`src/hw/rtl/vfag_pkg.sv`:
```
// Vertex fetch address generator package: register indexes, field widths,
// microcode control word and the microprogram ROM. No dependencies.
package vfag_pkg;

  localparam int unsigned SLOTS_DEF        = 4;
  localparam int unsigned MAX_ELEMENTS_DEF = 8;

  localparam int unsigned ID_W    = 32;
  localparam int unsigned ELEM_W  = 3;
  localparam int unsigned SLOT_W  = 2;
  localparam int unsigned ADDR_W  = 32;
  localparam int unsigned COMP_W  = 3;
  localparam int unsigned CNT_W   = 4;
  localparam int unsigned FIELD_W = 16;
  localparam int unsigned EOFF_W  = 8;
  localparam int unsigned CFG_W   = 64;
  localparam int unsigned STEP_W  = 2;

  localparam int unsigned IN_DATA_W  = ID_W;
  localparam int unsigned OUT_DATA_W = ID_W + ELEM_W + SLOT_W + ADDR_W + COMP_W;

  localparam logic [COMP_W-1:0] COMP_MAX = 3'd4;

  typedef enum logic [2:0] {
    REG_ELEMENT_COUNT     = 3'd0,
    REG_INDEXED_MODE      = 3'd1,
    REG_INDEX_BYTES       = 3'd2,
    REG_SLOT_STRIDES      = 3'd3,
    REG_SLOT_OFFSETS      = 3'd4,
    REG_ELEMENT_DESC_LOW  = 3'd5,
    REG_ELEMENT_DESC_HIGH = 3'd6
  } cfg_reg_e;

  typedef enum logic [1:0] {
    JC_NONE       = 2'd0,
    JC_COUNT_ZERO = 2'd1,
    JC_MORE       = 2'd2
  } jcond_e;

  localparam logic [STEP_W-1:0] STEP_FETCH = 2'd0;
  localparam logic [STEP_W-1:0] STEP_MUL   = 2'd1;
  localparam logic [STEP_W-1:0] STEP_EMIT  = 2'd2;

  typedef struct packed {
    logic              wait_in;
    logic              wait_out;
    logic              load_id;
    logic              mul_first;
    logic              mul_next;
    logic              emit;
    jcond_e            cond;
    logic [STEP_W-1:0] jump_to;
    logic [STEP_W-1:0] next_to;
  } ucode_t;

  typedef struct packed {
    logic              load_id;
    logic              mul_first;
    logic              mul_next;
    logic              emit;
    logic [STEP_W-1:0] step;
  } ctrl_t;

  typedef struct packed {
    logic count_zero;
    logic elem_last;
  } status_t;

  function automatic ucode_t ucode_rom(input logic [STEP_W-1:0] step);
    ucode_t uc;
    uc = '{wait_in: 1'b0, wait_out: 1'b0, load_id: 1'b0, mul_first: 1'b0,
           mul_next: 1'b0, emit: 1'b0, cond: JC_NONE,
           jump_to: STEP_FETCH, next_to: STEP_FETCH};
    case (step)
      STEP_FETCH: begin
        uc.wait_in = 1'b1;
        uc.load_id = 1'b1;
        uc.cond    = JC_COUNT_ZERO;
        uc.jump_to = STEP_FETCH;
        uc.next_to = STEP_MUL;
      end
      STEP_MUL: begin
        uc.mul_first = 1'b1;
        uc.next_to   = STEP_EMIT;
      end
      STEP_EMIT: begin
        uc.wait_out = 1'b1;
        uc.emit     = 1'b1;
        uc.mul_next = 1'b1;
        uc.cond     = JC_MORE;
        uc.jump_to  = STEP_EMIT;
        uc.next_to  = STEP_FETCH;
      end
      default: begin
        uc.next_to = STEP_FETCH;
      end
    endcase
    return uc;
  endfunction

endpackage

```
`src/hw/rtl/vertex_fetch_address_generator.sv`:
```
// Vertex fetch address generator top level: configuration registers, id and
// address datapath, output register. Depends on vfag_pkg and vfag_sequencer.
//
// One vertex is taken per input transaction and yields one fetch request per
// layout element (none when element_count is zero). A vertex passes through
// the fetch step, which takes the vertex and forms its id, the multiply step,
// which forms the first id * stride product in the single 32x16 multiplier,
// and the emit step, which gives one request per cycle while the output side
// does not stall and the multiplier works on the next element. Each request
// sits in an output register; the next vertex is taken once the last request
// of the current one has been loaded there. Configuration writes are always
// ready and take effect on the next cycle.
module vertex_fetch_address_generator #(
  parameter int unsigned SLOTS        = vfag_pkg::SLOTS_DEF,
  parameter int unsigned MAX_ELEMENTS = vfag_pkg::MAX_ELEMENTS_DEF
) (
  input  logic                              clk_i,
  input  logic                              rst_ni,
  input  logic                              cfg_valid_i,
  output logic                              cfg_ready_o,
  input  logic [2:0]                        cfg_index_i,
  input  logic [vfag_pkg::CFG_W-1:0]        cfg_data_i,
  input  logic                              s_axis_tvalid,
  output logic                              s_axis_tready,
  // index_word [31:0]
  input  logic [vfag_pkg::IN_DATA_W-1:0]    s_axis_tdata,
  // first_of_draw [0]
  input  logic                              s_axis_tuser,
  output logic                              m_axis_tvalid,
  input  logic                              m_axis_tready,
  // vertex_id [31:0], element_index [34:32], buffer_slot [36:35],
  // byte_address [68:37], components [71:69]
  output logic [vfag_pkg::OUT_DATA_W-1:0]   m_axis_tdata,
  output logic                              m_axis_tlast
);
  import vfag_pkg::*;

  // configuration
  logic [CNT_W-1:0]     element_count_q;
  logic                 indexed_mode_q;
  logic [2:0]           index_bytes_q;
  logic [CFG_W-1:0]     strides_q, offsets_q, desc_low_q, desc_high_q;

  always_ff @(posedge clk_i or negedge rst_ni) begin
    if (!rst_ni) begin
      element_count_q <= 4'd1;
      indexed_mode_q  <= 1'b0;
      index_bytes_q   <= 3'd4;
      strides_q       <= '0;
      offsets_q       <= '0;
      desc_low_q      <= '0;
      desc_high_q     <= '0;
    end else if (cfg_valid_i) begin
      case (cfg_reg_e'(cfg_index_i))
        REG_ELEMENT_COUNT:     element_count_q <= cfg_data_i[CNT_W-1:0];
        REG_INDEXED_MODE:      indexed_mode_q  <= cfg_data_i[0];
        REG_INDEX_BYTES:       index_bytes_q   <= cfg_data_i[2:0];
        REG_SLOT_STRIDES:      strides_q       <= cfg_data_i;
        REG_SLOT_OFFSETS:      offsets_q       <= cfg_data_i;
        REG_ELEMENT_DESC_LOW:  desc_low_q      <= cfg_data_i;
        REG_ELEMENT_DESC_HIGH: desc_high_q     <= cfg_data_i;
        default: ;
      endcase
    end
  end

  assign cfg_ready_o = 1'b1;

  // sequencer
  ctrl_t   ctrl;
  status_t status;
  logic    out_valid_q;
  logic    out_busy;

  assign out_busy = out_valid_q && !m_axis_tready;

  vfag_sequencer u_seq (
    .clk_i      (clk_i),
    .rst_ni     (rst_ni),
    .in_valid_i (s_axis_tvalid),
    .out_busy_i (out_busy),
    .status_i   (status),
    .in_ready_o (s_axis_tready),
    .ctrl_o     (ctrl)
  );

  // vertex id
  logic [ID_W-1:0] vcount_q, vcount_d, id_q, id_d, cnt_base, idx_mask;

  always_comb begin
    case (index_bytes_q)
      3'd0:    idx_mask = 32'h0000_0000;
      3'd1:    idx_mask = 32'h0000_00FF;
      3'd2:    idx_mask = 32'h0000_FFFF;
      3'd3:    idx_mask = 32'h00FF_FFFF;
      default: idx_mask = 32'hFFFF_FFFF;
    endcase
    cnt_base = s_axis_tuser ? '0 : vcount_q;
    if (indexed_mode_q) begin
      id_d     = s_axis_tdata & idx_mask;
      vcount_d = cnt_base;
    end else begin
      id_d     = cnt_base;
      vcount_d = cnt_base + 32'd1;
    end
  end

  always_ff @(posedge clk_i or negedge rst_ni) begin
    if (!rst_ni) begin
      vcount_q <= '0;
      id_q     <= '0;
    end else if (ctrl.load_id) begin
      vcount_q <= vcount_d;
      id_q     <= id_d;
    end
  end

  // element count, clamped
  logic [CNT_W-1:0] count_eff;
  assign count_eff = (element_count_q > CNT_W'(MAX_ELEMENTS)) ? CNT_W'(MAX_ELEMENTS)
                                                            : element_count_q;

  // multiply stage
  logic [ELEM_W-1:0]      pelem_q, mul_idx;
  logic [SLOT_W-1:0]      pslot_q, mslot;
  logic [COMP_W-1:0]      pcomp_q, mcomp;
  logic [EOFF_W-1:0]      poff_q;
  logic [ID_W-1:0]        product_q;
  logic [2*CFG_W-1:0]     desc_all;
  logic [FIELD_W-1:0]     mdesc, mstride;

  assign desc_all = {desc_high_q, desc_low_q};
  assign mul_idx  = ctrl.mul_next ? pelem_q + ELEM_W'(1) : '0;
  assign mdesc    = desc_all[{mul_idx, 4'b0000} +: FIELD_W];

  always_comb begin
    mslot = mdesc[1:0];
    for (int i = 0; i < 3; i++) begin
      if ({1'b0, mslot} >= 3'(SLOTS)) begin
        mslot = SLOT_W'({1'b0, mslot} - 3'(SLOTS));
      end
    end
    mcomp = (mdesc[4:2] > COMP_MAX) ? '0 : mdesc[4:2];
  end

  assign mstride = strides_q[{mslot, 4'b0000} +: FIELD_W];

  always_ff @(posedge clk_i) begin
    if (ctrl.mul_first || ctrl.mul_next) begin
      pelem_q   <= mul_idx;
      pslot_q   <= mslot;
      pcomp_q   <= mcomp;
      poff_q    <= mdesc[12:5];
      product_q <= id_q * {16'b0, mstride};
    end
  end

  assign status.count_zero = (count_eff == '0);
  assign status.elem_last  = ({1'b0, pelem_q} + CNT_W'(1) == count_eff);

  // output register
  logic [ADDR_W-1:0]     addr;
  logic [OUT_DATA_W-1:0] out_data_q;
  logic                  out_last_q;

  assign addr = product_q + {16'b0, offsets_q[{pslot_q, 4'b0000} +: FIELD_W]}
                + {24'b0, poff_q};

  always_ff @(posedge clk_i or negedge rst_ni) begin
    if (!rst_ni) begin
      out_valid_q <= 1'b0;
    end else if (ctrl.emit) begin
      out_valid_q <= 1'b1;
    end else if (m_axis_tready) begin
      out_valid_q <= 1'b0;
    end
  end

  always_ff @(posedge clk_i) begin
    if (ctrl.emit) begin
      out_data_q <= {pcomp_q, addr, pslot_q, pelem_q, id_q};
      out_last_q <= status.elem_last;
    end
  end

  assign m_axis_tvalid = out_valid_q;
  assign m_axis_tdata  = out_data_q;
  assign m_axis_tlast  = out_last_q;

  // checks
  a_emit_in_range: assert property (@(posedge clk_i) disable iff (!rst_ni)
    ctrl.emit |-> ({1'b0, pelem_q} < count_eff))
    else $error("request for element beyond count");

  a_emit_no_overwrite: assert property (@(posedge clk_i) disable iff (!rst_ni)
    ctrl.emit |-> !out_busy)
    else $error("pending request overwritten");

  a_take_next_step: assert property (@(posedge clk_i) disable iff (!rst_ni)
    (s_axis_tvalid && s_axis_tready) |=>
      (ctrl.step == STEP_MUL) || (ctrl.step == STEP_FETCH))
    else $error("bad step after vertex accepted");

  a_last_returns: assert property (@(posedge clk_i) disable iff (!rst_ni)
    (ctrl.emit && status.elem_last) |=> (ctrl.step == STEP_FETCH))
    else $error("sequencer did not return after last request");

  a_ready_only_fetch: assert property (@(posedge clk_i) disable iff (!rst_ni)
    s_axis_tready |-> (ctrl.step == STEP_FETCH))
    else $error("input ready outside fetch step");

endmodule

```
`src/hw/rtl/vfag_sequencer.sv`:
```
// Microcode sequencer: step counter, microprogram ROM lookup, stall and
// conditional jump logic. Depends on vfag_pkg.
module vfag_sequencer (
  input  logic              clk_i,
  input  logic              rst_ni,
  input  logic              in_valid_i,
  input  logic              out_busy_i,
  input  vfag_pkg::status_t status_i,
  output logic              in_ready_o,
  output vfag_pkg::ctrl_t   ctrl_o
);
  import vfag_pkg::*;

  logic [STEP_W-1:0] step_q, step_d;
  ucode_t            uc;
  logic              go;
  logic              taken;

  assign uc = ucode_rom(step_q);
  assign go = !(uc.wait_in && !in_valid_i) && !(uc.wait_out && out_busy_i);

  always_comb begin
    case (uc.cond)
      JC_COUNT_ZERO: taken = status_i.count_zero;
      JC_MORE:       taken = !status_i.elem_last;
      default:       taken = 1'b0;
    endcase
    step_d = step_q;
    if (go) begin
      step_d = taken ? uc.jump_to : uc.next_to;
    end
  end

  always_ff @(posedge clk_i or negedge rst_ni) begin
    if (!rst_ni) begin
      step_q <= STEP_FETCH;
    end else begin
      step_q <= step_d;
    end
  end

  assign in_ready_o       = uc.wait_in;
  assign ctrl_o.load_id   = uc.load_id & go;
  assign ctrl_o.mul_first = uc.mul_first & go;
  assign ctrl_o.mul_next  = uc.mul_next & go;
  assign ctrl_o.emit      = uc.emit & go;
  assign ctrl_o.step      = step_q;

endmodule
```
`config.mk`:
```
export PLATFORM = sky130hd
export DESIGN_NAME = vertex_fetch_address_generator
export DESIGN_NICKNAME = d
export VERILOG_FILES = /design/src/hw/rtl/vfag_pkg.sv /design/src/hw/rtl/vertex_fetch_address_generator.sv /design/src/hw/rtl/vfag_sequencer.sv
export SDC_FILE = /design/constraint.sdc
export NUM_CORES = 2
export LEC_CHECK = 0
export ABC_AREA = 1
export BUFFER_PORTS_ARGS = -buffer_cell sky130_fd_sc_hd__buf_2
export CORE_UTILIZATION = 38
export CTS_CLUSTER_SIZE = 12
export DETAILED_ROUTE_END_ITERATION = 16
export GPL_TIMING_DRIVEN = 0
export HOLD_SLACK_MARGIN = 0.05
export SYNTH_ARGS = -nofsm -noshare
export SYNTH_HDL_FRONTEND = slang
export SYNTH_SLANG_ARGS = --single-unit
```
`constraint.sdc`:
```
create_clock -name clk_i -period 10.3 [get_ports clk_i]
set_clock_uncertainty 0.2 [all_clocks]
set_input_delay 2.06 -clock clk_i [delete_from_list [all_inputs] [get_ports clk_i]]
set_output_delay 2.06 -clock clk_i [all_outputs]
set_load 0.02 [all_outputs]
```
## Word-level counts from Yosys, hierarchy flattened

Index checks and enable logic that the tools add are counted.

- Flip-flop bits (word level): 452
- Bits of input ports: 105

- Bitwise logic cells: 5
- Add/subtract/negate cells: 5
- Reductions and logical operators: 22
- Eq/ne operators: 14
- Muxes and demuxes: 16
- Shifts and indexed selects: 3
- $lt $le $gt $ge: 2
- Multiply operators: 1

Operator list:

| operator | count |
|---|---|
| 32-bit one-hot mux with 4 select lines | 1 |
| 128-bit by 8-bit variable part select with 13-bit output | 1 |
| 64-bit by 7-bit variable part select with 16-bit output | 2 |
| 32-bit 2-to-1 mux | 3 |
| 32-bit by 1-bit adder with 32-bit output, second input constant | 1 |
| 32-bit by 16-bit adder with 32-bit output | 1 |
| 32-bit by 8-bit adder with 32-bit output | 1 |
| 32-bit bitwise AND | 1 |
| 32-bit by 16-bit multiplier with 32-bit output | 1 |
| 2-bit AND reduction | 7 |
| 3-bit by 2-bit equality test with 1-bit output, second input constant | 4 |
| 3-bit equality test, second input constant | 3 |
| 4-bit one-hot mux with 2 select lines | 1 |
| 3-bit by 1-bit equality test with 1-bit output, second input constant | 2 |
| 3-bit zero test | 2 |
| 1-bit zero test | 5 |
| 1-bit 2-to-1 mux | 5 |
| 3-bit by 1-bit adder with 4-bit output, second input constant | 1 |
| 1-bit bitwise AND | 4 |
| 2-bit by 1-bit equality test with 1-bit output, second input constant | 2 |
| 2-bit equality test, second input constant | 2 |
| 4-bit equality test | 1 |
| 4-bit greater-than comparator, second input constant | 1 |
| 1-bit logical AND | 4 |
| other kinds (11) | 12 |

## Longest topological paths before layout

- Depth after elaboration: 10
- Mapped depth: 45
- Mapped depth without buffers: 43

## Hierarchy

A second synthesis with hierarchy kept.

- Cell total of the unflattened synthesis: 3442
- Area, all modules: 30356.6 um^2

Modules (own cells, without submodules):

| module | area each (um^2) | cells an instance | instances |
|---|---|---|---|
| vertex_fetch_address_generator | 30241.5 | 3426 | 1 |
| vfag_sequencer | 115.1 | 16 | 1 |

## Worst setup path after synthesis

Ideal clock, no wire load.

- Path type: input to register
- Start point: input port m_axis_tready
- End point: register product_q[28] (data pin)
- Buffers on the path: 3
- Slack: 19 ps
- Setup time: 265 ps
- Arrival: 9816 ps
- Stages: 34
- Path through: nor2_1 nor2_4 nand2_2 nand3_1 nand3_2 nand2_2 buf_6 inv_2 nand2_1 nand3_1 nand2_1 clkbuf_1 buf_1 nor2_1 fa_1 inv_1 fa_1 fa_1 inv_1 fa_1 fa_1 inv_1 fa_1 inv_1 ha_1 a21oi_1 o21a_1 a21boi_0 o21bai_1 a21oi_1 o21ai_0 a21boi_0 o21ai_0 xor2_1

- Longest elaborated chain between the ends: 10

Ends and longest elaborated chain:

| item | line | source |
|---|---|---|
| start: declaration | vertex_fetch_address_generator.sv:30 | `input logic m_axis_tready,` |
| 1-bit zero test | vertex_fetch_address_generator.sv:75 | `assign out_busy = out_valid_q && !m_axis_tready;` |
| 1-bit logical AND | vertex_fetch_address_generator.sv:75 |  |
| 1-bit logical AND | vfag_sequencer.sv:20 | `assign go = !(uc.wait_in && !in_valid_i) && !(uc.wait_out && out_busy_i);` |
| 1-bit zero test | vfag_sequencer.sv:20 |  |
| 1-bit logical AND | vfag_sequencer.sv:20 |  |
| 1-bit bitwise AND | vfag_sequencer.sv:45 | `assign ctrl_o.mul_next = uc.mul_next & go;` |
| 3-bit 2-to-1 mux | vertex_fetch_address_generator.sv:133 | `assign mul_idx = ctrl.mul_next ? pelem_q + ELEM_W'(1) : '0;` |
| 128-bit by 8-bit variable part select with 13-bit output | vertex_fetch_address_generator.sv:134 | `assign mdesc = desc_all[{mul_idx, 4'b0000} +: FIELD_W];` |
| 64-bit by 7-bit variable part select with 16-bit output | vertex_fetch_address_generator.sv:146 | `assign mstride = strides_q[{mslot, 4'b0000} +: FIELD_W];` |
| 32-bit by 16-bit multiplier with 32-bit output | vertex_fetch_address_generator.sv:154 | `product_q <= id_q * {16'b0, mstride};` |
| end signal: assignment | vertex_fetch_address_generator.sv:154 |  |
| end: declaration | vertex_fetch_address_generator.sv:128 | `logic [ID_W-1:0] product_q;` |

No other way between the ends.
A chain may end at the register's enable or synchronous reset.

## Final worst setup path

- Start point: input port m_axis_tready
- End point: register product_q[31] (data pin)

The elaborated chain is that of the path after synthesis.

==> results by group <==
Status
  – Run status: finished, final reports clean

Clock network
  – Clk slew on worst S/H paths: 0.07 ns
  – CTS Hold Bufs: 0
  – Clock Tree Buf Depth: 3
  – Worst-Skew Late Latency: around 0.64 ns
  – Clock sink total: ~430
  – Root Driver: clkbuf_16
  – CTS Buf Count: between 40 and 50
  – CTS H-Tree Depth: 2
  – CTS tree: done

Timing
  – Period utilization: 97.2%
  – Slew Viols, Final: 0
  – Setup Viol. Count Final: 0
  – Fin worst setup slack: between 0.2 and 0.3 ns
  – F_max: about 100 MHz
  – Final hold violation count: 0
  – RSZ-0062 raised after global routing: yes
  – Worst Tran Pin Value: roughly 0.93 ns
  – Slew headroom: about 38%
  – Final min period: approximately 10 ns

Global route
  – Grt ovf: 0
  – Initial antenna violation count: 4
  – Vias in the first global route: about 25000
  – Pin count of the biggest net entering global routing: 103
  – Total GRT Usage: between 20% and 30%
  – First-pass GRT wire length: 151000 um

Layout
  – Finished Layout Cells: between 4000 and 5000
  – Fraction of layout cells with a size suffix above 1: a little under a tenth
  – Area occupied by registers: ~0.011 mm2
  – Multi-input gate area: about 0.016 mm2
  – Antenna cells: 0
  – Fillers: around 7900
  – Area growth syn-to-layout: 13.5%
  – Final nets: about 4200

Floorplan
  – Die Height: between 200 and 300 um
  – Initial core utilization: approximately 39%
  – Boundary pin count: between 150 and 200
  – Die footprint: 0.0817 mm2
  – Core Footprint: about 0.079 mm2
  – Num rows: roughly 100
  – Die width: 286 um

Drt
  – Iteration-0 DRC count of the detailed router: a little over 2000
  – Via count: approximately 25000
  – Final WL: 98900 um
  – Per-cell routed wire length: 20.6 um
  – DRC viols: 0
  – Detailed Routing Iterations Pass 1: 5
  – Vias per cell: between 5 and 6
  – Routed Antenna Nets: 0

Worst setup path
  – CP required: 10.49 ns
  – R2R setup slack: between 1 and 1.5 ns
  – R2R cell count: 34
  – CP max stage cell: fa_1
  – Most used cell, CP: nand2_1
  – Critical-path maximum fanout: 10
  – Startpoint Class: input pin
  – Crit end category: flip-flop
  – Reg2reg start: pelem_q[0]$_DFFE_PP_
  – Critical path's largest stage delay: between 0.5 and 0.6 ns
  – Reg2Reg Capture Point: product_q[31]$_DFFE_PP_
  – Crit path DAT: just over 10 ns
  – CP Class: in -> reg

Min path
  – Min-Delay Endpoint: m_axis_tdata[70]$_DFFE_PP_
  – Min-delay src: pcomp_q[1]$_SDFFCE_PN0P_
  – Hold-critical path depth: 0
  – HP Class: reg -> reg

Placed design
  – I/O Buffers: between 150 and 200
  – Cell count after placement: 4710
  – Setup slack at placement: -1.33 ns
  – Placer Congestion: between 0.9 and 1
  – DP HPWL: between 70000 and 80000 um

Synth
  – Async S/R FF share, synth: between 70% and 80%
  – Top cell type's share of synthesized area: approximately a quarter
  – Avg Cell Area, Syn: 8.81 um2
  – Synth warn: 0
  – Synth cell count leaders: nand2_1, inv_1, fa_1
  – Synth Flop Type: dfrtp_1
  – Number of flops mapped to enable cells by yosys: between 100 and 150
  – Syn Inst Count: between 3000 and 4000
  – Count leader, synth: nand2_1
  – Synth Register Bits: 428
  – Register area share after synthesis: between 30% and 40%
  – Cell variety after synth: 52
  – Synth Net Count: ~4000
  – Synth area leaders: dfrtp_1, fa_1, edfxtp_1, nand2_1, inv_1
  – Synth area leader: dfrtp_1
  – Mapped cell area: a little over 0.03 mm2

Run
  – Max cap viols: 0
-- flip-flops by register name, indices dropped and copies added, names as in the netlist, 2 cells and up --
name / count
desc_low_q: 52
desc_high_q: 52
u_seq.step_q: 2
element_count_q: 4
pslot_q: 2
offsets_q: 64
pelem_q: 3
id_q: 32
poff_q: 8
pcomp_q: 3
product_q: 32
index_bytes_q: 3
m_axis_tdata: 72
vcount_q: 32
strides_q: 64
-- routing by layer --
layer / global-route usage [%] / wire [um]
met2: 38.2 / 44400
met3: 4.82 / 8060
met4: 7.65 / 3280
met1: 34.1 / 43200
met5: 0 / 29
-- worst max path at each step --
stage | start | to | slack (ns)
floorplan | m_axis_tready | product_q[28]$_DFFE_PP_ | 0.02
global placement | m_axis_tready | product_q[28]$_DFFE_PP_ | -2.75
detailed placement | m_axis_tready | product_q[28]$_DFFE_PP_ | -1.33
CTS | m_axis_tready | product_q[28]$_DFFE_PP_ | 0.003
global route | m_axis_tready | product_q[31]$_DFFE_PP_ | -0.01
finish | m_axis_tready | product_q[31]$_DFFE_PP_ | 0.29
-- cell type report --
class                           count  share of cell area, %
Timing Repair Buffer              191                   3.18
Clock inverter                     18                  0.605
Clock buffer                       73                   4.23
Multi-Input combinational cell   2291                   47.2
Sequential cell                   428                   32.6
Inverter                          605                   6.58
Buffer                            146                   1.84
Tap cell                         1050                   3.78
-- through the flow --
| stage | cell area, um2 | setup TNS [ns] | util [%] | hold WS, ns |
|---|---|---|---|---|
| final | 34700 | 0 | 43.7 | 0.235 |
| after global routing | 34700 | -0.0147 | 43.7 | 0.247 |
| after CTS | 34700 | 0 | 43.7 | 0.239 |
| after detailed placement | 33000 | -9.23 | 41.5 | 0.217 |
| after global placement | 32800 | -40.14 | 41.3 | 0.218 |
| after floorplan | 30600 | 0 | - | 0.200 |
-- layout by cell type, fill, tap and decap left out, types with 97 or more instances in the layout --
cell type,count
dfrtp_1,305
edfxtp_1,121
nand3_1,123
o21ai_0,304
nor2_1,277
buf_2,189
nand2_1,780
a21oi_1,97
fa_1,313
inv_1,582
clkbuf_1,112
-- logic make-up (layout without fill, tap and decap cells) --
group | after synthesis | after routing | synth area share [%]
AO/OA/AOI/OAI | 523 | 523 | 9.49
XOR/XNOR | 86 | 86 | 2.46
adder cells (fa/ha/maj) | 404 | 404 | 24.2
buffers and inverters | 757 | 1033 | 9.55
flip-flops | 428 | 428 | 37.0
other | 1 | 1 | 0.0123
AND/OR/NAND/NOR | 1276 | 1277 | 17.3
-- critical path: cells and delay by family --
kind / cells / cell delay [ns]
adder cells (fa/ha/maj): 7 / 3.29
AO/OA/AOI/OAI: 4 / 0.80
AND/OR/NAND/NOR: 15 / 2.47
buffers and inverters: 11 / 1.53
-- what timing repair did --
| action | in CTS | in global routing |
|---|---|---|
| pin swaps | 1 | 0 |
| endpoints found under the setup margin | 5 | 5 |
| buffers inserted | 3 | 3 |
| resized for setup | 1 | 23 |
| cloned | 1 | 0 |
Power is left out: the tool's default activity adds up to more than one toggle a clock period on the data nets, which glitch-free logic cannot reach.
